**config.mk**
```make
export PLATFORM = sky130hd
export DESIGN_NAME = sac_update
export DESIGN_NICKNAME = d
export VERILOG_FILES = /design/src/sv/sac_pkg.sv /design/src/sv/sac_update.sv
export SDC_FILE = /design/constraint.sdc
export NUM_CORES = 1
export LEC_CHECK = 0
export BUFFER_PORTS_ARGS = -buffer_cell sky130_fd_sc_hd__buf_2
export CAP_MARGIN = 20
export CORE_AREA = 2 2 175 177
export DETAILED_ROUTE_END_ITERATION = 8
export DIE_AREA = 0 0 177 179
export GPL_TIMING_DRIVEN = 0
export SYNTH_ARGS = -nofsm -noshare
export SYNTH_HDL_FRONTEND = slang
export SYNTH_SLANG_ARGS = --single-unit
export TNS_END_PERCENT = 20
```
**constraint.sdc**
```tcl
create_clock -name vclk -period 7.1
set_input_delay 0.355 -clock vclk [all_inputs]
set_output_delay 0.355 -clock vclk [all_outputs]
set_load 0.05 [all_outputs]
```
**src/sv/sac_pkg.sv**
```systemverilog
// Shared types and constants of the set-associative cache lookup and replacement block.
`default_nettype none
package sac_pkg;

  localparam int WAYS       = 4;
  localparam int SETS       = 64;
  localparam int ADDR_WIDTH = 32;
  localparam int TAG_W      = 32;
  localparam int WAY_W      = (WAYS > 1) ? $clog2(WAYS) : 1;
  localparam int SET_W      = (SETS > 1) ? $clog2(SETS) : 1;
  localparam int AGE_W      = 8;
  localparam logic [AGE_W-1:0] AGE_MAX = '1;
  localparam logic [15:0] SEED_RESET = 16'd44257;
  localparam logic [15:0] LFSR_TAPS  = 16'hB400;

  typedef enum logic [1:0] {
    REG_POLICY      = 2'd0,
    REG_OFFSET_BITS = 2'd1,
    REG_INDEX_BITS  = 2'd2,
    REG_SEED        = 2'd3
  } reg_index_t;

  typedef enum logic [1:0] {
    POL_RANDOM = 2'd0,
    POL_LRU    = 2'd1,
    POL_PLRU   = 2'd2,
    POL_NONE   = 2'd3
  } policy_t;

  typedef enum logic [1:0] {
    OUT_HIT    = 2'd0,
    OUT_FILL   = 2'd1,
    OUT_EVICT  = 2'd2,
    OUT_NOFILL = 2'd3
  } outcome_t;

  typedef enum logic {
    ST_IDLE,
    ST_LOOKUP
  } state_t;

  // One memory row holds the whole state of a set.
  typedef struct packed {
    logic [WAYS-1:0][TAG_W-1:0] tag;
    logic [WAYS-1:0]            valid;
    logic [WAYS-1:0]            dirty;
    logic [WAYS-1:0][AGE_W-1:0] age;
    logic [WAYS-1:0]            plru;
  } set_row_t;

  typedef struct packed {
    outcome_t           outcome;
    logic [WAY_W-1:0]   way;
    logic               vdirty;
    logic [TAG_W-1:0]   vtag;
  } sac_result_t;

endpackage
`default_nettype wire

```
**src/sv/sac_update.sv**
```systemverilog
// Hit detection, victim selection and row update for one set of the cache.
`default_nettype none
module sac_update (
  input  sac_pkg::set_row_t    row_in,
  input  logic [sac_pkg::TAG_W-1:0] req_tag,
  input  logic                 store,
  input  sac_pkg::policy_t     policy,
  input  logic [15:0]          lfsr,
  output sac_pkg::set_row_t    row_out,
  output sac_pkg::sac_result_t result,
  output logic [15:0]          lfsr_out,
  output logic                 lfsr_adv
);
  import sac_pkg::*;

  logic                         hit;
  logic [WAY_W-1:0]             hit_way;
  logic [WAYS-1:0][AGE_W-1:0]   aged;
  logic                         have_empty;
  logic [WAY_W-1:0]             empty_way;
  logic                         have_best;
  logic [WAY_W-1:0]             best_way;
  logic [AGE_W-1:0]             best_age;
  logic [WAY_W-1:0]             free_way;
  logic [WAY_W-1:0]             victim;

  function automatic logic [15:0] lfsr_next(input logic [15:0] v);
    logic [15:0] s;
    s = v >> 1;
    if (v[0]) begin
      s = s ^ LFSR_TAPS;
    end
    return s;
  endfunction

  assign lfsr_out = lfsr_next(lfsr);

  // Lowest matching way wins, as in a priority search from way 0.
  always_comb begin
    hit     = 1'b0;
    hit_way = '0;
    for (int w = WAYS - 1; w >= 0; w--) begin
      if (row_in.valid[w] && row_in.tag[w] == req_tag) begin
        hit     = 1'b1;
        hit_way = WAY_W'(w);
      end
    end
  end

  always_comb begin
    for (int w = 0; w < WAYS; w++) begin
      if (row_in.valid[w] && row_in.age[w] != AGE_MAX) begin
        aged[w] = row_in.age[w] + AGE_W'(1);
      end else begin
        aged[w] = row_in.age[w];
      end
    end
  end

  // The oldest valid way, ties going to the higher way; the highest empty way;
  // the highest way whose pseudo-LRU bit is clear.
  always_comb begin
    have_empty = 1'b0;
    empty_way  = '0;
    have_best  = 1'b0;
    best_way   = '0;
    best_age   = '0;
    free_way   = '0;
    for (int w = 0; w < WAYS; w++) begin
      if (!row_in.valid[w]) begin
        have_empty = 1'b1;
        empty_way  = WAY_W'(w);
      end else if (!have_best || row_in.age[w] >= best_age) begin
        have_best = 1'b1;
        best_way  = WAY_W'(w);
        best_age  = row_in.age[w];
      end
      if (!row_in.plru[w]) begin
        free_way = WAY_W'(w);
      end
    end
  end

  always_comb begin
    row_out  = row_in;
    result   = '0;
    lfsr_adv = 1'b0;
    victim   = '0;
    if (hit) begin
      result.outcome = OUT_HIT;
      result.way     = hit_way;
      if (store) begin
        row_out.dirty[hit_way] = 1'b1;
      end
      case (policy)
        POL_LRU: begin
          row_out.age          = aged;
          row_out.age[hit_way] = AGE_W'(1);
        end
        POL_PLRU: begin
          row_out.plru[hit_way] = 1'b1;
        end
        default: begin
        end
      endcase
    end else begin
      case (policy)
        POL_RANDOM: begin
          lfsr_adv = 1'b1;
          victim   = WAY_W'(lfsr_out % WAYS);
        end
        POL_LRU: begin
          victim              = have_empty ? empty_way : best_way;
          row_out.age         = aged;
          row_out.age[victim] = AGE_W'(1);
        end
        POL_PLRU: begin
          if (&row_in.plru) begin
            row_out.plru = '0;
            victim       = '0;
          end else begin
            victim = free_way;
          end
          row_out.plru[victim] = 1'b1;
        end
        default: begin
        end
      endcase
      if (policy == POL_NONE) begin
        result.outcome = OUT_NOFILL;
      end else begin
        result.way = victim;
        if (row_in.valid[victim]) begin
          result.outcome = OUT_EVICT;
          result.vdirty  = row_in.dirty[victim];
          result.vtag    = row_in.tag[victim];
        end else begin
          result.outcome = OUT_FILL;
        end
        row_out.tag[victim]   = req_tag;
        row_out.valid[victim] = 1'b1;
        row_out.dirty[victim] = store;
      end
    end
  end

endmodule
`default_nettype wire

```
==> reports/qor.txt <==
Die Span Y -> 179 um
Internal Power -> 0.4537 mW
Crit path largest cell delay -> 0.42 ns
Iteration-0 DRC Markers -> 668
sequential cell area -> 0 sq um
dpl hpwl -> 36.35 mm
area grow syn2layout -> 47.52%
Hold Slack -> 1.012 ns
Die Area -> 31680 sq um
Fill cells -> 3279
Slew Limit Fails -> 0
yosys synthesis warning count -> 0
Die X -> 177 um
power share of the clock group -> 0%
DRC errors left -> 0
Syn Inst Count -> 904
reported max-cap violation count -> 0
mean routed wirelength per cell -> 25.10 um
antenna-violating nets left -> 0
Unique masters post-synth -> 72
post-synthesis sequential area ratio -> 0%
Worst setup startpoint -> row_in[40]
crit path capture type -> output port
vias in the first global route -> 8908
DP Worst Slack -> -1.931 ns
Hold Crit Class -> in -> out
routed wire length -> 43.45 mm
Leak -> 4.925 nW
Worst setup SP type -> primary input
setup violators final -> 0
largest net degree at the start of global routing -> 11
WS Path Type -> in -> out
row count -> 64
CP max stage cell -> a222oi_1
aggregate global routing overflow -> 0
max_slew headroom -> 21.73%
Final Critical Period -> 6.855 ns
Max Fanout on Critical Path -> 10
Slew @ Worst Pin -> 1.165 ns
fin nets -> 1585
port bufs -> 403
status -> completed
hold-fix buffers at CTS -> 0
# IOs -> 449
post-synthesis area per instance -> 7.835 sq um
GPL Wtd Cong -> 0.9722
GRT Total Usage -> 25.29%
PnR worst setup slack -> 0.2450 ns
initial core utilization -> 23.59%
number of vias per cell -> 5.356
first-pass GRT wire length -> 59.21 mm
final hold violations -> 0
PwrDens -> 136.6 nW/um^2
FFs & Latches -> 0
hold path startpoint -> lfsr[3]
CP arrival -> 6.50 ns
FMAX -> 145.9 MHz
unrepaired setup endpoints after global routing -> false
Max IR drop VDD -> 0.00009306 V
total chip power -> 1.427 mW
clock buffers -> 0
final period utilization -> 96.55%
Core ar. -> 30030 sq um
syn_nets -> 1155
combinational fraction of design power -> 100.0%
sequential power share -> 0%
Setup TNS Final -> 0 ns
sw frac -> 68.22%
initial antenna violation count -> 2
share of layout cells above drive strength 1 -> 54.80%
Critical Path RT -> 6.74 ns
via count -> 9271
Syn Std Cell Area -> 7083 sq um
NetSw -> 0.9738 mW
TritonRoute pass-1 iters -> 6
[power by group through the flow]
| stage | Combinational [mW] | Sequential (mW) | Clock [mW] |
|---|---|---|---|
| floorplan | 0.936 | 0 | 0 |
| global placement | 1.33 | 0 | 0 |
| detailed placement | 1.33 | 0 | 0 |
| CTS | 1.39 | 0 | 0 |
| global route | 1.49 | 0 | 0.0000000188 |
| finish | 1.43 | 0 | 0.0000000569 |
[per-stage QoR]
step | instance area [sq um] | cells | util (%)
final | 10450 | 1731 | 34.80
after global routing | 10440 | 1729 | 34.78
after CTS | 10110 | 1710 | 33.65
after detailed placement | 9716 | 1703 | 32.35
after global placement | 9716 | 1703 | 32.35
after floorplan | 7203 | 904 | -
[synthesized netlist by cell type (4+ instances only)]
| master | instances | share of area [%] |
|---|---|---|
| inv_1 | 22 | 1.2 |
| and3_1 | 9 | 0.79 |
| nor2_1 | 65 | 3.4 |
| buf_4 | 15 | 1.6 |
| nand2_1 | 41 | 2.2 |
| a222oi_1 | 32 | 4.5 |
| nand2b_1 | 12 | 1.1 |
| o21ai_0 | 29 | 2.0 |
| nor3_1 | 20 | 1.4 |
| mux2_1 | 23 | 3.7 |
| xnor2_1 | 12 | 1.5 |
| and2_1 | 7 | 0.62 |
| nand4b_1 | 6 | 0.74 |
| clkbuf_1 | 21 | 1.1 |
| a22o_1 | 15 | 1.9 |
| o22ai_1 | 4 | 0.35 |
| a21oi_1 | 33 | 2.3 |
| or3_1 | 4 | 0.35 |
| mux2_2 | 86 | 14 |
| mux2i_1 | 11 | 1.6 |
| buf_2 | 46 | 3.3 |
| nand3_1 | 22 | 1.6 |
| a31oi_1 | 6 | 0.53 |
| a21o_1 | 9 | 0.95 |
| nor2b_1 | 13 | 1.1 |
| xor2_1 | 119 | 15 |
| o21a_1 | 6 | 0.64 |
| ha_1 | 28 | 4.9 |
| nand4_1 | 16 | 1.4 |
| buf_6 | 7 | 1.1 |
| mux2_4 | 55 | 12 |
| nor4_1 | 45 | 4.0 |
[metal layers]
metal	part of all wire, %	GRT usage, %
met5	0	0
met2	50	46.82
met1	41	31.21
met4	3.4	6.474
met3	5.6	2.205
[critical path, delay by kind of cell]
family | cells | cell delay (ns)
compound gates | 11 | 2.54
simple gates | 6 | 1.13
buf+inv | 7 | 0.97
mux | 3 | 0.83
fa+ha+maj | 3 | 0.65
[cell type report]
class	count	area, sq um	share of cell area (%)
timing repair buffer	428	2342	22.42
inverter	23	86.33	0.8262
tap	396	495.5	4.742
buffer	90	629.4	6.023
multi-input combinational	791	6888	65.92
antenna	3	7.507	0.07185
[layout by cell type, fill, tap and decap left out, drive strengths merged, types with 3 or more instances in the layout]
| cell type | Yosys | routed |
|---|---|---|
| diode | 0 | 3 |
| o22ai | 4 | 4 |
| a21boi | 3 | 3 |
| nand2 | 42 | 42 |
| a21o | 9 | 9 |
| nand4 | 16 | 16 |
| a222oi | 32 | 32 |
| ha | 28 | 28 |
| mux2i | 11 | 11 |
| buf | 69 | 496 |
| a211oi | 3 | 3 |
| inv | 23 | 23 |
| a31oi | 8 | 8 |
| a32o | 3 | 3 |
| mux2 | 164 | 164 |
| a21oi | 33 | 33 |
| xor2 | 119 | 119 |
| nor2b | 13 | 13 |
| nand4b | 6 | 6 |
| xnor2 | 12 | 12 |
| nand3 | 24 | 24 |
| and3 | 9 | 9 |
| nor3 | 20 | 20 |
| nand2b | 12 | 12 |
| a22o | 15 | 15 |
| nor4 | 49 | 49 |
| clkbuf | 22 | 22 |
| nor2 | 68 | 68 |
| and2 | 7 | 8 |
| o21ai | 32 | 32 |
| o21a | 6 | 6 |
| or3 | 4 | 4 |
[final timing paths]
kind,cells past startpoint,slack (ns),to
max,30,0.25,result[13]
min,2,1.01,lfsr_out[2]
[logic make-up after synthesis]
kind of cell,count (synthesis),share of synthesized area (%)
buffers and inverters,114,8.408
adder cells (fa/ha/maj),28,4.946
AO/OA/AOI/OAI,174,18.23
AND/OR/NAND/NOR,282,21.67
multiplexers,175,30.54
XOR/XNOR,131,16.20
[what timing repair did]
item | in CTS | in global routing
buffers inserted | 7 | 16
hold endpoints to repair | 0 | 0
pin swaps | 18 | 18
endpoints found under the setup margin | 205 | 184
cloned | 1 | 2
gates resized for setup | 92 | 34
Note: power is estimated with default switching activity, not from simulation.
